## config.mk

```make
export PLATFORM = sky130hd
export DESIGN_NAME = mws_desc_queue
export DESIGN_NICKNAME = d
export VERILOG_FILES = /design/src/design/assert_macros.svh /design/src/design/mws_pkg.sv /design/src/design/mws_desc_queue.sv
export SDC_FILE = /design/constraint.sdc
export NUM_CORES = 1
export LEC_CHECK = 0
export ABC_AREA = 1
export BUFFER_PORTS_ARGS = -buffer_cell sky130_fd_sc_hd__buf_2
export CAP_MARGIN = 10
export CELL_PAD_IN_SITES_DETAIL_PLACEMENT = 0
export CELL_PAD_IN_SITES_GLOBAL_PLACEMENT = 2
export CORE_MARGIN = 3
export CORE_UTILIZATION = 44
export DETAILED_ROUTE_END_ITERATION = 10
export PLACE_DENSITY = 0.95
export SYNTH_ARGS = -nofsm -noshare
export SYNTH_HDL_FRONTEND = slang
export SYNTH_SLANG_ARGS = --single-unit
```

## constraint.sdc

```tcl
create_clock -name clk_i -period 3.95 [get_ports clk_i]
set_clock_uncertainty 0.05 [all_clocks]
set_input_delay 0.79 -clock clk_i [delete_from_list [all_inputs] [get_ports clk_i]]
set_output_delay 0.79 -clock clk_i [all_outputs]
set_load 0.05 [all_outputs]
```

## src/design/assert_macros.svh

```systemverilog
// Assertion macros shared by the smoother RTL.
// Plain text macros; no dependencies.
`ifndef ASSERT_MACROS_SVH
`define ASSERT_MACROS_SVH

// Condition must hold at every clock edge outside reset.
`define ASSERT_ALWAYS(lbl, clk, rst_n, expr, msg) \
  lbl: assert property (@(posedge clk) disable iff (!rst_n) (expr)) \
    else $error(msg);

// Same-cycle implication.
`define ASSERT_IMPL(lbl, clk, rst_n, ante, cons, msg) \
  lbl: assert property (@(posedge clk) disable iff (!rst_n) (ante) |-> (cons)) \
    else $error(msg);

`endif

```

## src/design/mws_pkg.sv

```systemverilog
// Shared types and constants for the masked 3x3 weighted smoother.
// No dependencies.
package mws_pkg;

  localparam int MAX_WIDTH   = 1024;
  localparam int HEIGHT_BITS = 16;
  localparam int COL_W       = $clog2(MAX_WIDTH);
  localparam int ROW_W       = 16;
  localparam int FW_W        = 11;               // frame_width register
  localparam int WT_W        = 16;               // Q0.16 weights
  localparam int ORTH_W      = HEIGHT_BITS + 2;  // sum of four heights
  localparam int PB_W        = HEIGHT_BITS + WT_W;
  localparam int PN_W        = ORTH_W + WT_W;
  localparam int SUM_W       = HEIGHT_BITS + WT_W + 4;
  localparam int RES_W       = SUM_W - WT_W;

  localparam int DESC_DEPTH  = 4;
  localparam int DESC_PTR_W  = $clog2(DESC_DEPTH);
  localparam int OUT_DEPTH   = 8;
  localparam int OUT_PTR_W   = $clog2(OUT_DEPTH);

  localparam int CFG_IDX_W   = 3;
  localparam int CFG_DATA_W  = 16;

  localparam logic [WT_W-1:0]  BASE_WT_RST   = WT_W'(45875);
  localparam logic [WT_W-1:0]  ORTH_WT_RST   = WT_W'(3277);
  localparam logic [WT_W-1:0]  DIAG_WT_RST   = WT_W'(1638);
  localparam logic [FW_W-1:0]  FRAME_W_RST   = FW_W'(1024);
  localparam logic [ROW_W-1:0] FRAME_H_RST   = ROW_W'(1024);

  typedef enum logic [CFG_IDX_W-1:0] {
    REG_BASE_WEIGHT   = 3'd0,
    REG_EDGE_WEIGHT   = 3'd1,
    REG_CORNER_WEIGHT = 3'd2,
    REG_FRAME_WIDTH   = 3'd3,
    REG_FRAME_HEIGHT  = 3'd4
  } mws_reg_e;

  typedef struct packed {
    logic [WT_W-1:0] base_wt;
    logic [WT_W-1:0] orth_wt;
    logic [WT_W-1:0] diag_wt;
  } mws_weights_t;

  typedef struct packed {
    logic [FW_W-1:0]  width;
    logic [ROW_W-1:0] height;
  } mws_size_t;

  // What travels with an item to the output
  typedef struct packed {
    logic             emit;   // item produces a result
    logic             inner;  // emitted cell is not on the border
    logic [ROW_W-1:0] row;
    logic [COL_W-1:0] col;
    logic             last;
  } mws_meta_t;

  typedef struct packed {
    logic [HEIGHT_BITS-1:0] sample;
    logic [COL_W-1:0]       addr;
    mws_meta_t              meta;
  } mws_desc_t;

  typedef struct packed {
    logic [HEIGHT_BITS-1:0] height;
    logic [ROW_W-1:0]       row;
    logic [COL_W-1:0]       col;
    logic                   last;
  } mws_result_t;

endpackage

```

## src/design/mws_desc_queue.sv

```systemverilog
// Short descriptor queue between the front end and the filter back end.
// Depends on mws_pkg.
module mws_desc_queue import mws_pkg::*; (
  input  logic      clk_i,
  input  logic      rst_ni,
  input  logic      wr_en_i,
  input  mws_desc_t wr_data_i,
  output logic      full_o,
  input  logic      rd_en_i,
  output mws_desc_t rd_data_o,
  output logic      empty_o
);

  mws_desc_t             mem_q [DESC_DEPTH];
  logic [DESC_PTR_W-1:0] wr_ptr_q, rd_ptr_q;
  logic [DESC_PTR_W:0]   cnt_q;

  assign full_o    = (cnt_q == (DESC_PTR_W+1)'(DESC_DEPTH));
  assign empty_o   = (cnt_q == '0);
  assign rd_data_o = mem_q[rd_ptr_q];

  always_ff @(posedge clk_i or negedge rst_ni) begin
    if (!rst_ni) begin
      wr_ptr_q <= '0;
      rd_ptr_q <= '0;
      cnt_q    <= '0;
    end else begin
      if (wr_en_i) wr_ptr_q <= wr_ptr_q + DESC_PTR_W'(1);
      if (rd_en_i) rd_ptr_q <= rd_ptr_q + DESC_PTR_W'(1);
      unique case ({wr_en_i, rd_en_i})
        2'b10:   cnt_q <= cnt_q + (DESC_PTR_W+1)'(1);
        2'b01:   cnt_q <= cnt_q - (DESC_PTR_W+1)'(1);
        default: cnt_q <= cnt_q;
      endcase
    end
  end

  always_ff @(posedge clk_i) begin
    if (wr_en_i) mem_q[wr_ptr_q] <= wr_data_i;
  end

endmodule

```

==> results of run 1 <==
-- synth_stat cells --
library cell	count	area [um^2]
xnor2_1	1	8.76
o211ai_1	52	390
o211ai_2	58	726
nand2_1	176	661
ha_1	5	62.6
nand3_1	1	5.00
inv_1	123	462
dfrtp_1	7	175
o21ai_0	2	10.0
nor3_1	2	10.0
buf_12	1	20.0
inv_2	1	3.75
buf_2	8	40.0
buf_8	1	15.0
buf_4	7	52.6
clkbuf_1	2	7.51
fa_1	1	20.0
nand4_1	1	6.26
xor2_1	3	26.3
edfxtp_1	220	6610
buf_6	19	214
-- flip-flops by register name, indices dropped and copies added, names as in the netlist --
signal,cells
cnt_q,3
rd_ptr_q,2
mem_q,220
wr_ptr_q,2
-- critical path: stages (launching register included) --
cell and delay, ns:
dfrtp_4 0.61, buf_4 0.62, o211ai_2 0.17, nand2_1 0.14
buf_2 0.27
-- worst paths after layout --
path	slack (ns)	endpoint
max	0.76	rd_data_o[8]
min	0.06	wr_ptr_q[1]$_DFFE_PN0P_
max reg2reg	1.99	mem_q[0][21]$_DFFE_PP_
min reg2reg	0.46	cnt_q[2]$_DFFE_PN0P_
max in group asynchronous	3.59	rd_ptr_q[1]$_DFFE_PN0P_
min in group clk_i	0.45	mem_q[1][10]$_DFFE_PP_
-- metal layers --
| layer | global-route usage, % | vias up |
|---|---|---|
| li1 | - | 2611 |
| met1 | 18.9 | 2476 |
| met2 | 25.0 | 112 |
| met3 | 2.92 | 25 |
| met4 | 3.82 | 0 |
| met5 | 0 | - |
-- cell families (layout without fill, tap and decap cells) --
group / count (synthesis) / count (layout) / share of synthesized area, %
flip-flops: 227 / 227 / 71.2
AND/OR/NAND/NOR: 180 / 180 / 7.16
buffers and inverters: 162 / 292 / 8.55
AO/OA/AOI/OAI: 112 / 112 / 11.8
adder cells (fa/ha/maj): 6 / 6 / 0.867
XOR/XNOR: 4 / 4 / 0.368
other: 0 / 1 / 0
-- power groups by stage --
| stage | logic (mW) | clock network [mW] | registers (mW) |
|---|---|---|---|
| after floorplan | 3.51 | 0 | 3.32 |
| after global placement | 4.18 | 0 | 3.43 |
| after detailed placement | 4.21 | 0 | 3.45 |
| after CTS | 4.22 | 2.26 | 3.40 |
| after global routing | 4.46 | 2.36 | 3.44 |
| final | 4.14 | 2.21 | 3.39 |
-- metrics by stage --
stage               total power [mW]  cells  cell area (um^2)
finish                          9.74   1097             11000
global route                    10.3   1097             11000
CTS                             9.88   1096             11000
detailed placement              7.66   1053             10300
global placement                7.61   1053             10300
floorplan                       6.84    691              9520
-- layout make-up --
cell class	instances	area share, %
inverters	124	4.22
repair buffers	125	6.69
clock buffers	34	5.97
clock inverters	9	1.05
well taps	275	3.12
diodes	1	0.0227
flip-flops and latches	227	61.5
multi-input cells	302	17.4
==> impl_metrics.tcl, run 1 <==
set metrics [dict create \
    first_pass_iters 4 \
    clkPwrFrac_pct 22.7 \
    crit_start "rd_ptr_q[1]$_DFFE_PN0P_" \
    p_seq_share_pct 34.8 \
    power.density_nw_per_um2 882 \
    drtAntennaViolNets 0 \
    synth_warnings 0 \
    area.growth.synth_to_final_pct 16.0 \
    routed_via_density 4.76 \
    cts_sinks 227 \
    fmax_mhz 314 \
    max-cap-violations 0 \
    clk_pin_slew_ns 0.06 \
    syn_nets 756 \
    layout_setup_ws_ns 0.763 \
    cts_setup_buffers 0 \
    required_ns 3.11 \
    seq_area_um2 6790 \
    period_share_pct 80.7 \
    die_h_um 153 \
    met1_length_um 7510 \
    synth_area_per_cell_um2 13.8 \
    setup_viol 0 \
    final_common_cell "edfxtp_1" \
    rsz0062_at_grt "false" \
    worst_hold_path_type "in -> async" \
    drtIter0Drc 338 \
    die_w_um 153 \
    ctsHoldBuffers 0 \
    ir_drop_uv 578 \
    final_cell_mix "edfxtp_1 (220), nand2_1 (176), inv_1 (119)" \
    portBuffers 115 \
    worstRegToRegCells 5 \
    htreeDepth 1 \
    ys_types 21 \
    cts-buffers-inserted 24 \
    reg2reg_from "wr_ptr_q[0]$_DFFE_PN0P_" \
    min_period_ns 3.19 \
    place_hpwl_um 10100 \
    swShare_pct 43.3 \
    antenna_found_initial 1 \
    power.internal_mw 5.53 \
    path_max_fanout 39 \
    io_pins 116 \
    grt_usage_pct 14.5 \
    cts_tree "built" \
    worst_setup_path_start_kind "flop" \
    grt_pass1_wl_um 27500 \
    slew_headroom_pct 51.6 \
    grt_max_degree 77 \
    wl_per_cell_um 15.7 \
    syn-cell-area_um2 9520 \
    routed-via-count 5224 \
    wl_met2_um 8410 \
    cp-end-kind "output port" \
    p_leak_nw 4.49 \
    grt_pass1_vias 5225 \
    hold_viol_final 0 \
    routed_wl_um 17200 \
    clock-root-buffer "clkbuf_16" \
    nFillCells 1774 \
    fp-row-count 53 \
    final_core_util_pct 52.2 \
    crit_arrival_ns 2.35 \
    insertion_delay_ns 0.51 \
    fin_nets 869 \
    overflow 0 \
    cts_resized 0 \
    worst_slew_pin_slew_ns 0.725 \
    start_util_pct 45.0 \
    pre_cts_ws_ns 1.22 \
    die_area_um2 23400 \
    drc 0 \
    status "finished, final reports clean" \
    gp_congestion 0.701 \
    drv_slew 0 \
    crit_type "reg -> out" \
    synth_cells 691 \
    ys_ff_latch 227 \
    wl_met3_um 927 \
    design.core.area_um2 21200 \
    fin_tns_setup_ns 0 \
    finalHoldWorstSlack_ns 0.0627 \
    top_layer "met4" \
    final_layout_size_suffix_gt1_share_pct 26.9 \
    cts.path.max_buffers 3 \
    combPwrFrac_pct 42.5 \
    power.switching_mw 4.22 \
    multi_input_area_um2 1930 \
    ys_seq_area_share_pct 71.2 \
]
Note: power is estimated with default switching activity, not from simulation.
==> run 2, diff against run 1 <==
--- a/config.mk
+++ b/config.mk
@@ -5,15 +5,15 @@
 export SDC_FILE = /design/constraint.sdc
 export NUM_CORES = 1
 export LEC_CHECK = 0
-export ABC_AREA = 1
+export ABC_AREA = 0
 export BUFFER_PORTS_ARGS = -buffer_cell sky130_fd_sc_hd__buf_2
 export CAP_MARGIN = 10
 export CELL_PAD_IN_SITES_DETAIL_PLACEMENT = 0
 export CELL_PAD_IN_SITES_GLOBAL_PLACEMENT = 2
 export CORE_MARGIN = 3
-export CORE_UTILIZATION = 44
+export CORE_UTILIZATION = 45
 export DETAILED_ROUTE_END_ITERATION = 10
-export PLACE_DENSITY = 0.95
+export PLACE_DENSITY = 0.89
 export SYNTH_ARGS = -nofsm -noshare
 export SYNTH_HDL_FRONTEND = slang
 export SYNTH_SLANG_ARGS = --single-unit
==> constraint.sdc (replaced) <==
create_clock -name clk_i -period 3 [get_ports clk_i]
set_clock_uncertainty 0.05 [all_clocks]
set_input_delay 0.6 -clock clk_i [delete_from_list [all_inputs] [get_ports clk_i]]
set_output_delay 0.6 -clock clk_i [all_outputs]
set_load 0.05 [all_outputs]
==> run 2 against run 1 <==
Effect of this change:
- die area is 14% lower
- critical path type unchanged
- sequential cell count stayed put
- cell area is 9.7% lower
- highest routed layer unchanged
- critical path depth is 1 lower
- wire length is 13% lower
- non-clock buffer count is 1 lower
- largest power group is now registers
==> impl_metrics.tcl, run 2 <==
set metrics [dict create \
    synth_cells 324 \
    reg_top3 "mem_q (220), cnt_q (3)" \
    die_area_um2 20200 \
    wl_met2_um 7680 \
    cts_setup_buffers 0 \
    cts-buffers-inserted 23 \
    grt_usage_pct 15.2 \
    setup_viol 0 \
    die_h_um 142 \
    place_hpwl_um 9080 \
    synth.area.top_cells "edfxtp_1 (79%), mux4_2 (15%), dfrtp_1 (2.1%), ha_1 (0.75%), buf_6 (0.54%)" \
    synth-simple-area-share_pct 0.616 \
    drtIter0Drc 220 \
    worst_setup_path_start_kind "flop" \
    final_layout_size_suffix_gt1_share_pct 44.9 \
    first_pass_iters 4 \
    synthArstFlopShare_pct 3.08 \
    ys_types 18 \
    drc 0 \
    worst_hold_path_type "in -> reg" \
    met1_length_um 6070 \
    power.density_nw_per_um2 1130 \
    area.growth.synth_to_final_pct 19.7 \
    overflow 0 \
    fin_nets 526 \
    gp_congestion 0.703 \
    multi_input_area_um2 1450 \
    grt_pass1_vias 4199 \
    syn_nets 389 \
    yosys.area.top_type_share_pct 79.3 \
    die_w_um 142 \
    cts_sinks 227 \
    period_share_pct 94.5 \
    seq_area_um2 6790 \
    path_max_fanout 25 \
    synth_top_family_by_area "multiplexers" \
    largest_register "mem_q" \
    htreeDepth 1 \
    finalNonFillerCells 706 \
    synth_compound_area_share_pct 0.120 \
    antenna_found_initial 0 \
    fp-row-count 49 \
    synthAdderAreaFrac_pct 0.992 \
    placed_cells 664 \
    diodes 0 \
    synth_top_flop_cell "edfxtp_1" \
    grt_pass1_wl_um 23500 \
    synth_edf_count 220 \
    status "finished, final reports clean" \
    hold_viol_final 0 \
    top_layer "met4" \
    routed_via_density 5.34 \
    final_cell_mix "edfxtp_1 (220), buf_2 (115), mux4_2 (55)" \
    wl_met3_um 878 \
    slew_headroom_pct 66.1 \
    ys_seq_area_share_pct 81.4 \
    cp-end-kind "output port" \
    crit_arrival_ns 2.19 \
    required_ns 2.35 \
    fin_area_um2 9970 \
    ctsHoldBuffers 1 \
    final_common_cell "edfxtp_1" \
    fin_tns_setup_ns 0 \
    design.core.area_um2 18100 \
    max-cap-violations 0 \
    p_leak_nw 3.45 \
    nFillCells 1338 \
    placed_cell_area_um2 9260 \
    synth_warnings 0 \
    yosys-top-cells-count "edfxtp_1 (220), mux4_2 (55), dfrtp_1 (7)" \
    drv_slew 0 \
    rsz0062_at_grt "false" \
    drtAntennaViolNets 0 \
    min_period_ns 2.84 \
    ys_ff_latch 227 \
    io_pins 116 \
    portBuffers 115 \
    grt_max_degree 34 \
    synth_most_common_cell "edfxtp_1" \
    yosys.area.top_type "edfxtp_1" \
    ir_drop_uv 634 \
    fmax_mhz 353 \
    insertion_delay_ns 0.48 \
    synthMuxAreaShare_pct 14.9 \
    routed-via-count 3772 \
    crit_type "reg -> out" \
    syn-cell-area_um2 8330 \
    synth_area_per_cell_um2 25.7 \
    synth_xor_xnor_area_share_pct 0.631 \
    clk_pin_slew_ns 0.06 \
    routed_wl_um 15000 \
    start_util_pct 46.0 \
    cts.path.max_buffers 3 \
    worst_slew_pin_slew_ns 0.509 \
    cts_tree "built" \
    largest_reg_flops 220 \
    cts_resized 0 \
    wl_per_cell_um 21.2 \
    clock-root-buffer "clkbuf_16" \
]
==> run 2: through the flow <==
step | total power [mW] | setup slack, ns | hold slack, ns | utilization [%]
after floorplan | 7.77 | 0.607 | 0.254 | -
after global placement | 8.73 | 0.651 | 0.409 | 51.2
after detailed placement | 8.83 | 0.630 | 0.410 | 51.2
after CTS | 11.5 | 0.0976 | 0.245 | 55.1
after global routing | 11.8 | 0.0405 | 0.250 | 55.1
final | 11.3 | 0.165 | 0.274 | 55.1
==> run 2: worst paths after layout <==
check | start | endpoint | cells past startpoint | slack [ns]
setup / recovery | rd_ptr_q[0]$_DFFE_PN0P_ | rd_data_o[7] | 3 | 0.16
min in group asynchronous | rst_ni | cnt_q[0]$_DFFE_PN0P_ | 2 | 0.44
hold reg to reg | cnt_q[2]$_DFFE_PN0P_ | cnt_q[2]$_DFFE_PN0P_ | 1 | 0.45
setup reg to reg | wr_ptr_q[0]$_DFFE_PN0P_ | mem_q[0][49]$_DFFE_PP_ | 4 | 1.20
hold / removal | wr_data_i[7] | mem_q[2][7]$_DFFE_PP_ | 1 | 0.27
max in group asynchronous | rst_ni | rd_ptr_q[0]$_DFFE_PN0P_ | 2 | 2.27
==> run 2: layout make-up <==
cell class                 instances  area share, %
sequential                       227           68.1
clock inverter                     8          0.640
timing repair buffer             124           7.35
tap                              229           2.87
multi-input combinational         79           14.5
clock buffer                      33           6.35
inverter                           6          0.226
==> run 2: power breakdown <==
| part | switching, mW | leakage, nW | internal (mW) |
|---|---|---|---|
| sequential | 0.247 | 2.10 | 4.15 |
| combinational | 2.93 | 1.01 | 1.33 |
| clock | 1.08 | 0.338 | 1.55 |
| total | 4.26 | 3.45 | 7.04 |
==> run 2: cells by family (layout without fill, tap and decap cells) <==
group                      Yosys count  in the layout
AOI/OAI and AO/OA                    2              2
and+or+nand+nor                     10             10
muxes                               55             55
buffers and inverters               18            171
adders and majority gates            6              6
xor gates and xnor gates             6              6
DFF                                227            227
==> run 2: layer usage <==
layer	track usage, %	up-vias
li1	-	1648
met1	19.8	1977
met2	26.1	121
met3	3.66	26
met4	3.64	0
met5	0	-
==> run 2: critical path: stages, from the launching register on <==
cell and delay [ns]:
dfrtp_4 0.61, buf_12 0.27, mux4_2 0.55, buf_2 0.23
