--- config.mk ---
export PLATFORM = sky130hd
export DESIGN_NAME = mws_front
export DESIGN_NICKNAME = d
export VERILOG_FILES = /design/src/design/mws_pkg.sv /design/src/design/mws_front.sv
export VERILOG_INCLUDE_DIRS = /design/src /design/src/design
export SDC_FILE = /design/constraint.sdc
export NUM_CORES = 1
export LEC_CHECK = 0
export ABC_AREA = 1
export CORE_ASPECT_RATIO = 1.75
export CORE_MARGIN = 5
export CORE_UTILIZATION = 40
export CTS_CLUSTER_SIZE = 30
export DETAILED_ROUTE_END_ITERATION = 8
export DONT_BUFFER_PORTS = 1
export PLACE_DENSITY = 0.5
export REMOVE_ABC_BUFFERS = 1
export SLEW_MARGIN = 5
export SYNTH_ARGS = -nofsm -noshare
export SYNTH_HDL_FRONTEND = slang
export SYNTH_SLANG_ARGS = --single-unit
--- constraint.sdc ---
create_clock -name clk_i -period 7.3 [get_ports clk_i]
set_input_delay 1.095 -clock clk_i [delete_from_list [all_inputs] [get_ports clk_i]]
set_output_delay 1.095 -clock clk_i [all_outputs]
set_load 0.02 [all_outputs]
--- src/design/assert_macros.svh ---
// Assertion macros shared by the smoother RTL.
// Plain text macros; no dependencies.
`ifndef ASSERT_MACROS_SVH
`define ASSERT_MACROS_SVH

// Condition must hold at every clock edge outside reset.
`define ASSERT_ALWAYS(lbl, clk, rst_n, expr, msg) \
  lbl: assert property (@(posedge clk) disable iff (!rst_n) (expr)) \
    else $error(msg);

// Same-cycle implication.
`define ASSERT_IMPL(lbl, clk, rst_n, ante, cons, msg) \
  lbl: assert property (@(posedge clk) disable iff (!rst_n) (ante) |-> (cons)) \
    else $error(msg);

`endif

--- src/design/mws_pkg.sv ---
// Shared types and constants for the masked 3x3 weighted smoother.
// No dependencies.
package mws_pkg;

  localparam int MAX_WIDTH   = 1024;
  localparam int HEIGHT_BITS = 16;
  localparam int COL_W       = $clog2(MAX_WIDTH);
  localparam int ROW_W       = 16;
  localparam int FW_W        = 11;               // frame_width register
  localparam int WT_W        = 16;               // Q0.16 weights
  localparam int ORTH_W      = HEIGHT_BITS + 2;  // sum of four heights
  localparam int PB_W        = HEIGHT_BITS + WT_W;
  localparam int PN_W        = ORTH_W + WT_W;
  localparam int SUM_W       = HEIGHT_BITS + WT_W + 4;
  localparam int RES_W       = SUM_W - WT_W;

  localparam int DESC_DEPTH  = 4;
  localparam int DESC_PTR_W  = $clog2(DESC_DEPTH);
  localparam int OUT_DEPTH   = 8;
  localparam int OUT_PTR_W   = $clog2(OUT_DEPTH);

  localparam int CFG_IDX_W   = 3;
  localparam int CFG_DATA_W  = 16;

  localparam logic [WT_W-1:0]  BASE_WT_RST   = WT_W'(45875);
  localparam logic [WT_W-1:0]  ORTH_WT_RST   = WT_W'(3277);
  localparam logic [WT_W-1:0]  DIAG_WT_RST   = WT_W'(1638);
  localparam logic [FW_W-1:0]  FRAME_W_RST   = FW_W'(1024);
  localparam logic [ROW_W-1:0] FRAME_H_RST   = ROW_W'(1024);

  typedef enum logic [CFG_IDX_W-1:0] {
    REG_BASE_WEIGHT   = 3'd0,
    REG_EDGE_WEIGHT   = 3'd1,
    REG_CORNER_WEIGHT = 3'd2,
    REG_FRAME_WIDTH   = 3'd3,
    REG_FRAME_HEIGHT  = 3'd4
  } mws_reg_e;

  typedef struct packed {
    logic [WT_W-1:0] base_wt;
    logic [WT_W-1:0] orth_wt;
    logic [WT_W-1:0] diag_wt;
  } mws_weights_t;

  typedef struct packed {
    logic [FW_W-1:0]  width;
    logic [ROW_W-1:0] height;
  } mws_size_t;

  // What travels with an item to the output
  typedef struct packed {
    logic             emit;   // item produces a result
    logic             inner;  // emitted cell is not on the border
    logic [ROW_W-1:0] row;
    logic [COL_W-1:0] col;
    logic             last;
  } mws_meta_t;

  typedef struct packed {
    logic [HEIGHT_BITS-1:0] sample;
    logic [COL_W-1:0]       addr;
    mws_meta_t              meta;
  } mws_desc_t;

  typedef struct packed {
    logic [HEIGHT_BITS-1:0] height;
    logic [ROW_W-1:0]       row;
    logic [COL_W-1:0]       col;
    logic                   last;
  } mws_result_t;

endpackage

--- src/design/mws_front.sv ---
// Front end: raster position tracking and item classification.
// Depends on mws_pkg and assert_macros.svh.
`include "assert_macros.svh"

module mws_front import mws_pkg::*; (
  input  logic                   clk_i,
  input  logic                   rst_ni,
  input  mws_size_t              size_i,
  input  logic                   accept_i,
  input  logic [HEIGHT_BITS-1:0] sample_i,
  input  logic                   frame_start_i,
  output mws_desc_t              desc_o
);

  logic [ROW_W-1:0] row_q, row_d;
  logic [COL_W-1:0] col_q, col_d;
  logic [FW_W-1:0]  w_eff;
  logic [ROW_W-1:0] h_eff;
  logic [ROW_W:0]   row_pre;
  logic [ROW_W:0]   row_inc;
  logic [FW_W-1:0]  c_next;
  logic [ROW_W-1:0] r;
  logic [COL_W-1:0] c;

  always_comb begin
    if (size_i.width < FW_W'(3)) begin
      w_eff = FW_W'(3);
    end else if (size_i.width > FW_W'(MAX_WIDTH)) begin
      w_eff = FW_W'(MAX_WIDTH);
    end else begin
      w_eff = size_i.width;
    end
    h_eff = (size_i.height < ROW_W'(3)) ? ROW_W'(3) : size_i.height;
  end

  // Position of this item, then position of the next one
  always_comb begin
    c       = col_q;
    row_pre = {1'b0, row_q};
    if (FW_W'(col_q) >= w_eff) begin
      c       = '0;
      row_pre = {1'b0, row_q} + (ROW_W+1)'(1);
    end
    r = (row_pre >= {1'b0, h_eff}) ? '0 : row_pre[ROW_W-1:0];
    if (frame_start_i) begin
      r = '0;
      c = '0;
    end

    c_next  = FW_W'(c) + FW_W'(1);
    row_inc = {1'b0, r} + (ROW_W+1)'(1);
    if (c_next >= w_eff) begin
      col_d = '0;
      row_d = (row_inc >= {1'b0, h_eff}) ? '0 : row_inc[ROW_W-1:0];
    end else begin
      col_d = c_next[COL_W-1:0];
      row_d = r;
    end

    desc_o.sample     = sample_i;
    desc_o.addr       = c;
    desc_o.meta.emit  = (r != '0) && (c != '0);
    desc_o.meta.inner = (r >= ROW_W'(2)) && (c >= COL_W'(2));
    desc_o.meta.row   = r - ROW_W'(1);
    desc_o.meta.col   = c - COL_W'(1);
    desc_o.meta.last  = (r == h_eff - ROW_W'(1)) && (FW_W'(c) == w_eff - FW_W'(1));
  end

  always_ff @(posedge clk_i or negedge rst_ni) begin
    if (!rst_ni) begin
      row_q <= '0;
      col_q <= '0;
    end else if (accept_i) begin
      row_q <= row_d;
      col_q <= col_d;
    end
  end

  // The final cell of a map is always an interior, emitted cell
  `ASSERT_IMPL(a_last_is_inner, clk_i, rst_ni, accept_i && desc_o.meta.last, desc_o.meta.emit && desc_o.meta.inner, "last cell not an emitted interior cell")

endmodule

==> results_dict.tcl, run 1 <==
set metrics [dict create \
    final_hold_viol_count 0 \
    vias 6422 \
    grtUsageMet1 0.235 \
    rr_worst_depth 37 \
    routed_via_density 5.30 \
    drv_slew 0 \
    dp_hpwl_um 20700 \
    grt_pass1_vias 6700 \
    ant_nets 0 \
    num_antenna_cells 0 \
    grt.busiest_layer "met2" \
    start_kind "input pin" \
    clkTransAtPathRegs_ps 70 \
    power_density_nw_per_um2 150 \
    yosysMostFrequentCell "nand2_1" \
    ys_types 53 \
    synth-seq-cells 26 \
    r2r_start "col_q[2]$_DFFE_PN0P_" \
    ys.flop_type "dfrtp_1" \
    crit_start "size_i[21]" \
    synthArstFlopShare 1.00 \
    core-area_um2 14000 \
    critPathMaxFanout 8 \
    ios 102 \
    worstSetupEndpoint "desc_o[0]" \
    fmax_mhz 141 \
    finalSetupViolCount 0 \
    synth_area_um2 5700 \
    num_rows 57 \
    grt_pass1_wl_um 35300 \
    grt_max_degree 27 \
    synth_warnings 0 \
    root_buffer "clkbuf_16" \
    status "finished clean" \
    grt_util_met3 0.0248 \
    ys_seq_area_frac 0.114 \
    clock_path_buffers 2 \
    dr.pass1.iters 5 \
    cp.required_ps 6200 \
    synthTopCellsByArea "ha_1 14%, nand2_1 13%, dfrtp_1 11%" \
    die_x_um 100 \
    cts_buffers 3 \
    drv_cap 0 \
    arrival_ps 5980 \
    pre_cts_slack_ps -502 \
    setup_slack_ps 223 \
    r2r_end "row_q[12]$_DFFE_PN0P_" \
    tightest_slew_ps 641 \
    synth_edf_count 0 \
    crit_type "in -> out" \
    globalRouteOverflowTotal 0 \
    leakagePower_nw 3.83 \
    wl_per_cell_um 19.5 \
    peakVddDrop_v 0.0000948 \
    grtUsageTotal 0.277 \
    die_area_um2 16800 \
    slowest_delay_ps 290 \
    synth_top_area_share 0.140 \
    drive_gt1_frac 0.286 \
    drtIter0Drc 215 \
    drc_errors 0 \
    area_delta_synth_final_pct 29.0 \
    clock_latency_ps 270 \
    postSynthCellCount 884 \
    end_kind "primary output" \
    fin_nets 1148 \
    die_y_um 168 \
    period_share 0.969 \
    hold_path_class "in -> async" \
    cts_max_level 1 \
    synthTopCellsByCount "204 x nand2_1, 117 x inv_1, 95 x nor2_1, 65 x xor2_1, 64 x ha_1" \
    ff2ff_setup_slack_ps 1320 \
    synth.largest_area_cell "ha_1" \
    cts_tree "done" \
    grtUsageMet2 0.559 \
    place_congestion 0.970 \
    finalPower_w 0.00110 \
    final.min_clock_period_ps 7080 \
    start_util 0.408 \
    crit_top_cell "nand2_1" \
    slowest_stage "ha_4" \
    wl_um 23700 \
    io_buffers 0 \
    finalClockSkew_ps 2.37 \
    avgSynthCellArea_um2 6.45 \
    cts.sinks 26 \
    relSlewSlack 0.569 \
    antenna_found_initial 0 \
]
==> cells in the final DEF, fill, tap and decap left out, drive strengths merged, types with 2 or more instances in the layout <==
master	instances
xnor2	3
a31o	2
nand4	27
inv	138
a21oi	39
xor2	65
clkbuf	3
o22ai	8
nand3b	3
o31ai	2
nand3	50
or2	7
a31oi	2
o21ai	45
nor3	28
a22oi	9
nand2	209
nor4	3
clkinv	3
buf	175
ha	64
nor2	115
dfrtp	26
==> flip-flops by register name, indices dropped and copies added (netlist names) <==
| signal | cells |
|---|---|
| col_q | 10 |
| row_q | 16 |
==> power by group <==
| group | leakage, nW | internal, W | switching [W] |
|---|---|---|---|
| clock network | 0.0370 | 0.0000729 | 0.0000533 |
| registers | 0.348 | 0.000158 | 0.0000214 |
| logic | 3.44 | 0.000325 | 0.000471 |
| total | 3.83 | 0.000555 | 0.000546 |
==> worst min-delay path by stage <==
stage	to	slack (ps)	depth (start not counted)
global placement	row_q[15]$_DFFE_PN0P_	520	2
CTS	row_q[15]$_DFFE_PN0P_	510	0
global route	col_q[6]$_DFFE_PN0P_	510	0
finish	col_q[6]$_DFFE_PN0P_	510	0
floorplan	row_q[15]$_DFFE_PN0P_	490	2
detailed placement	row_q[15]$_DFFE_PN0P_	530	2
==> critical path: cells and delay by family <==
kind	cells	cell delay, ps
fa+ha+maj	3	770
buf+inv	10	1260
compound gates	3	540
simple gates	23	2310
==> repair_timing <==
| item | 4_1_cts | 5_1_grt |
|---|---|---|
| cloned | 0 | 0 |
| setup endpoints to repair | 22 | 28 |
| buffers inserted | 1 | 9 |
| gates resized for setup | 15 | 38 |
| hold buffers | 0 | 0 |
| pin swaps | 1 | 21 |
==> per-stage QoR <==
| step | utilization | cell area [um^2] | std cells | setup TNS [ps] | hold WS, ps |
|---|---|---|---|---|---|
| floorplan | - | 5490 | 857 | -4640 | 493 |
| global placement | 0.500 | 6990 | 1199 | -6410 | 519 |
| detailed placement | 0.500 | 6990 | 1199 | -7370 | 534 |
| CTS | 0.510 | 7130 | 1203 | 0 | 511 |
| global route | 0.526 | 7360 | 1212 | -32.8 | 506 |
| finish | 0.526 | 7360 | 1212 | 0 | 515 |
==> cell type report <==
class                      count  area, um^2
inverter                     141         529
tap                          177         221
sequential                    26         651
multi-input combinational    690        4510
clock buffer                   3        75.1
timing repair buffer         175        1370
fill                        1511        6620
==> cells by family after synthesis <==
logic type	count (synthesis)	synth area share
compound gates	114	0.117
xor+xnor	68	0.104
fa+ha+maj	64	0.140
buf+inv	168	0.130
flops	26	0.114
simple gates	444	0.394
==> layer usage <==
metal	wire length, um	up-vias	part of all wire
met3	774	76	0.033
li1	-	3164	-
met5	0	-	0
met4	2020	0	0.085
met1	7350	2988	0.31
met2	13500	194	0.57
Note: power is estimated with default switching activity, not from simulation.
==> inputs of run 2 (changes only) <==
Settings changed: CORE_MARGIN 5 to 10.
==> results_dict.tcl, run 2 (synthesis gave the netlist of run 1 again) <==
set metrics [dict create \
    die_x_um 110 \
    relSlewSlack 0.558 \
    hold_ws_ps 515 \
    place_congestion 1.02 \
    drc_errors 0 \
    num_antenna_cells 0 \
    multi_input_area_um2 4570 \
    tightest_slew_ps 656 \
    critPathMaxFanout 9 \
    root_buffer "clkbuf_16" \
    hold_path_class "in -> async" \
    switching_share 0.497 \
    drtIter0Drc 206 \
    area_delta_synth_final_pct 30.5 \
    crit_family "simple AND/OR/NAND/NOR gates" \
    io_buffers 0 \
    grt_pass1_wl_um 36000 \
    cp.required_ps 6200 \
    die_y_um 178 \
    num_rows 57 \
    clkPwrFrac 0.115 \
    fin_util 0.535 \
    cts.sinks 26 \
    cts_buffers 3 \
    place_area_um2 6980 \
    clock_latency_ps 270 \
    mostFrequentLayoutCell "nand2_1" \
    drive_gt1_frac 0.296 \
    finalClockSkew_ps 4.66 \
    seq_power_share 0.163 \
    grtUsageTotal 0.241 \
    fin_nets 1151 \
    regArea_um2 651 \
    core-area_um2 13900 \
    ant_nets 0 \
    start_util 0.410 \
    r2r_end "row_q[12]$_DFFE_PN0P_" \
    dp_hpwl_um 20600 \
    fmax_mhz 142 \
    ios 102 \
    drv_slew 0 \
    crit_buf_inv 10 \
    leakagePower_nw 3.85 \
    reg.largest.list "row_q (16), col_q (10)" \
    cts_tree "done" \
    clock_path_buffers 2 \
    top_register "row_q" \
    final_cell_mix "193 x nand2_1, 172 x buf_4, 115 x inv_1" \
    ff2ff_setup_slack_ps 1330 \
    die_area_um2 19600 \
    clkTransAtPathRegs_ps 60 \
    wl_um 24000 \
    power.internal_w 0.000559 \
    r2r_start "col_q[2]$_DFFE_PN0P_" \
    wl_per_cell_um 19.7 \
    final.min_clock_period_ps 7060 \
    grt_pass1_vias 6881 \
    peakVddDrop_v 0.000136 \
    crit_top_cell "nand2_1" \
    start_kind "input pin" \
    arrival_ps 5970 \
    slowest_delay_ps 320 \
    globalRouteOverflowTotal 0 \
    end_kind "primary output" \
    antenna_found_initial 0 \
    finalSetupViolCount 0 \
    largest_reg_flops 16 \
    grt_max_degree 27 \
    dr.pass1.iters 4 \
    cts_max_level 1 \
    slowest_stage "nand3_1" \
    rr_worst_depth 38 \
    crit_type "in -> out" \
    stdcell_area_um2 7440 \
    period_share 0.967 \
    final_hold_viol_count 0 \
    nFillCells 1475 \
    power_switching_w 0.000551 \
    drv_cap 0 \
    power_density_nw_per_um2 149 \
    routed_via_density 5.31 \
    status "finished clean" \
    vias 6449 \
    pwr-share-comb 0.722 \
]
run 2: changes by cell type in the layout (fill, tap and decap cells not counted), sizes merged:
cell	delta
clkbuf	+1
buf	+2
run 2: through the flow:
| step | instances | power, W | TNS, ps | setup WS [ps] |
|---|---|---|---|---|
| after floorplan | 857 | 0.000602 | -4640 | -343 |
| after global placement | 1200 | 0.000935 | -464 | -293 |
| after detailed placement | 1200 | 0.000940 | -1910 | -374 |
| after CTS | 1203 | 0.00108 | -10.2 | -10.2 |
| after global routing | 1215 | 0.00119 | -0.275 | -0.275 |
| final | 1215 | 0.00111 | 0 | 239 |
run 2: worst reg2reg max path, delay by kind of cell (launching register included):
family	cells	cell delay, ps
simple gates	18	1780
buf+inv	10	1460
compound gates	6	1020
fa+ha+maj	3	960
flops	1	440
xor+xnor	1	250
run 2: cell type report:
type / count / share of cell area
timing repair buffer: 178 / 0.187
multi-input combinational: 690 / 0.614
sequential: 26 / 0.0874
inverter: 141 / 0.0711
tap: 177 / 0.0298
clock buffer: 3 / 0.0101
run 2: per-layer routing:
metal / share of wire / global-route usage
met2: 0.56 / 0.470
met5: 0 / 0
met4: 0.095 / 0.206
met1: 0.31 / 0.200
met3: 0.041 / 0.0309
run 2: power by group through the flow:
stage	clock, W	sequential (W)	combinational (W)
4_1_cts	0.000131	0.000178	0.000770
5_1_grt	0.000134	0.000182	0.000873
2_1_floorplan	0	0.000174	0.000428
3_3_place_gp	0	0.000180	0.000755
6_report	0.000127	0.000181	0.000802
3_5_place_dp	0	0.000181	0.000759
run 2: how the worst max path moves through the flow:
stage                    start               endpoint  cells after the start
detailed placement  size_i[23]              desc_o[0]                     43
global placement    size_i[23]              desc_o[0]                     43
global route        size_i[17]              desc_o[0]                     43
CTS                 size_i[23]              desc_o[0]                     43
floorplan           size_i[23]  row_q[14]$_DFFE_PN0P_                     42
finish              size_i[17]             desc_o[27]                     38
run 2: repair_timing:
action / CTS / global route
gates resized for setup: 13 / 50
hold buffers: 0 / 0
setup endpoints to repair: 2 / 27
buffers inserted: 0 / 11
cloned: 0 / 1
pin swaps: 0 / 22
==> inputs of run 3 (changes only) <==
Settings changed: ABC_AREA 1 to default.
==> results_dict.tcl, run 3 <==
set metrics [dict create \
    crit_buf_inv 7 \
    drc_errors 0 \
    final.min_clock_period_ps 7650 \
    synth_area_um2 5880 \
    die_y_um 180 \
    grt_util_met3 0.0410 \
    area_delta_synth_final_pct 40.4 \
    fmax_mhz 131 \
    grt_max_degree 55 \
    synthTopCellsByArea "ha_1 14%, dfrtp_1 11%, xnor2_1 8.3%" \
    synthArstFlopShare 1.00 \
    num_antenna_cells 0 \
    postSynthCellCount 839 \
    antenna_found_initial 0 \
    cp.required_ps 6200 \
    clock_latency_ps 280 \
    leakagePower_nw 3.47 \
    pwr-share-comb 0.717 \
    synth_edf_count 0 \
    synth.largest_area_cell "ha_1" \
    synth-seq-cells 26 \
    io_buffers 0 \
    die_x_um 112 \
    die_area_um2 20100 \
    tightest_slew_ps 696 \
    final_cell_mix "194 x buf_4, 79 x nor2_1, 64 x nand2_1" \
    routed_via_density 6.12 \
    drv_slew 0 \
    vias 7197 \
    start_kind "input pin" \
    root_buffer "clkbuf_16" \
    finalPower_w 0.00130 \
    crit_family "simple AND/OR/NAND/NOR gates" \
    grt_pass1_wl_um 42500 \
    crit_top_cell "ha_4" \
    ys_seq_area_frac 0.111 \
    crit_type "in -> out" \
    end_kind "primary output" \
    place_congestion 1.02 \
    largest_reg_flops 16 \
    finalSetupViolCount 16 \
    rr_worst_depth 32 \
    final_hold_viol_count 0 \
    num_rows 58 \
    failed_checks "negative setup slack" \
    setup_slack_ps -353 \
    slowest_delay_ps 540 \
    critPathMaxFanout 6 \
    place_area_um2 7050 \
    rsz0062_at_grt "true" \
    wl_per_cell_um 23.5 \
    drtIter0Drc 365 \
    grt_pass1_vias 7634 \
    power_density_nw_per_um2 158 \
    clkTransAtPathRegs_ps 80 \
    power.internal_w 0.000693 \
    mostFrequentLayoutCell "buf_4" \
    cts_max_level 1 \
    ys_types 84 \
    clock_path_buffers 2 \
    nFillCells 1419 \
    avgSynthCellArea_um2 7.01 \
    grt.busiest_layer "met2" \
    clkPwrFrac 0.132 \
    grtUsageMet1 0.234 \
    switching_share 0.468 \
    drive_gt1_frac 0.344 \
    stdcell_area_um2 8260 \
    reg.largest.list "row_q (16), col_q (10)" \
    arrival_ps 6560 \
    ff2ff_setup_slack_ps 430 \
    relSlewSlack 0.532 \
    r2r_start "row_q[1]$_DFFE_PN0P_" \
    cts.sinks 26 \
    r2r_end "row_q[10]$_DFFE_PN0P_" \
    wl_um 27600 \
    core-area_um2 14400 \
    ys.flop_type "dfrtp_1" \
    grtUsageMet2 0.498 \
    cts_tree "done" \
    dr.pass1.iters 5 \
    globalRouteOverflowTotal 0 \
    slowest_stage "or4_4" \
    fin_nets 1108 \
    top_register "row_q" \
    ant_nets 0 \
    period_share 1.05 \
    grtUsageTotal 0.264 \
    synthTopCellsByCount "86 x nor2_1, 66 x nand2_1, 64 x ha_1, 56 x xnor2_1, 55 x o21ai_0" \
    finalClockSkew_ps 6.42 \
    crit_start "size_i[18]" \
    seq_power_share 0.150 \
    ios 102 \
    hold_path_class "in -> async" \
    start_util 0.407 \
    peakVddDrop_v 0.000120 \
    dp_hpwl_um 22100 \
    status "complete, but fails checks" \
    cts_buffers 3 \
    yosysMostFrequentCell "nor2_1" \
    drv_cap 0 \
    power_switching_w 0.000610 \
    synth_top_area_share 0.136 \
    synth_warnings 0 \
]
## run 3: repair_timing
| action | 4_1_cts | 5_1_grt |
|---|---|---|
| pin swaps | 64 | 58 |
| endpoints found under the setup margin | 24 | 25 |
| hold buffers | 0 | 0 |
| setup buffers | 45 | 11 |
| gates cloned | 1 | 0 |
| gates resized for setup | 94 | 54 |
## run 3: final cells by class
class,instances,area (um^2),share of cell area
Tap cell,180,225,0.0273
Sequential cell,26,651,0.0788
Multi-Input combinational cell,700,5430,0.657
Clock inverter,1,30.0,0.00364
Clock buffer,3,75.1,0.00909
Inverter,58,229,0.0277
Timing Repair Buffer,208,1620,0.197
## run 3: worst reg2reg max path, delay by kind of cell (launching register included)
family                     cells  cell delay (ps)
DFF                            1              500
and+or+nand+nor               11             2630
xor gates and xnor gates       1              250
AOI/OAI and AO/OA             12             1770
adders and majority gates      4             1090
buffers and inverters          4              580
## run 3: worst max-delay path by stage
stage | to | cells after the start
2_1_floorplan | row_q[10]$_DFFE_PN0P_ | 34
3_3_place_gp | desc_o[0] | 30
3_5_place_dp | row_q[14]$_DFFE_PN0P_ | 35
4_1_cts | desc_o[0] | 32
5_1_grt | desc_o[0] | 32
6_report | desc_o[0] | 32
## run 3: power by group through the flow
| stage | clock network [W] | logic, W | registers, W |
|---|---|---|---|
| 2_1_floorplan | 0 | 0.000431 | 0.000189 |
| 3_3_place_gp | 0 | 0.000757 | 0.000196 |
| 3_5_place_dp | 0 | 0.000765 | 0.000196 |
| 4_1_cts | 0.000174 | 0.000881 | 0.000195 |
| 5_1_grt | 0.000175 | 0.00100 | 0.000200 |
| 6_report | 0.000172 | 0.000934 | 0.000196 |
## run 3: through the flow
stage / hold WS, ps / setup WS [ps] / setup TNS [ps] / instances / util
floorplan: 532 / -2220 / -49200 / 784 / -
global placement: 551 / -900 / -14970 / 1129 / 0.488
detailed placement: 550 / -1070 / -18070 / 1129 / 0.488
CTS: 505 / -268 / -740 / 1177 / 0.555
global route: 501 / -626 / -9920 / 1176 / 0.572
finish: 503 / -353 / -3660 / 1176 / 0.572
## run 3: cell families after synthesis
family,Yosys count,share of synthesized area
xor gates and xnor gates,66,0.101
buffers and inverters,113,0.0891
AOI/OAI and AO/OA,212,0.243
and+or+nand+nor,351,0.308
DFF,26,0.111
muxes,7,0.0126
adders and majority gates,64,0.136
## run 3: metal layers
layer,up-vias,wire [um]
met1,3406,8700
met3,124,1530
met4,0,2520
met2,298,14900
li1,3369,-
met5,-,0
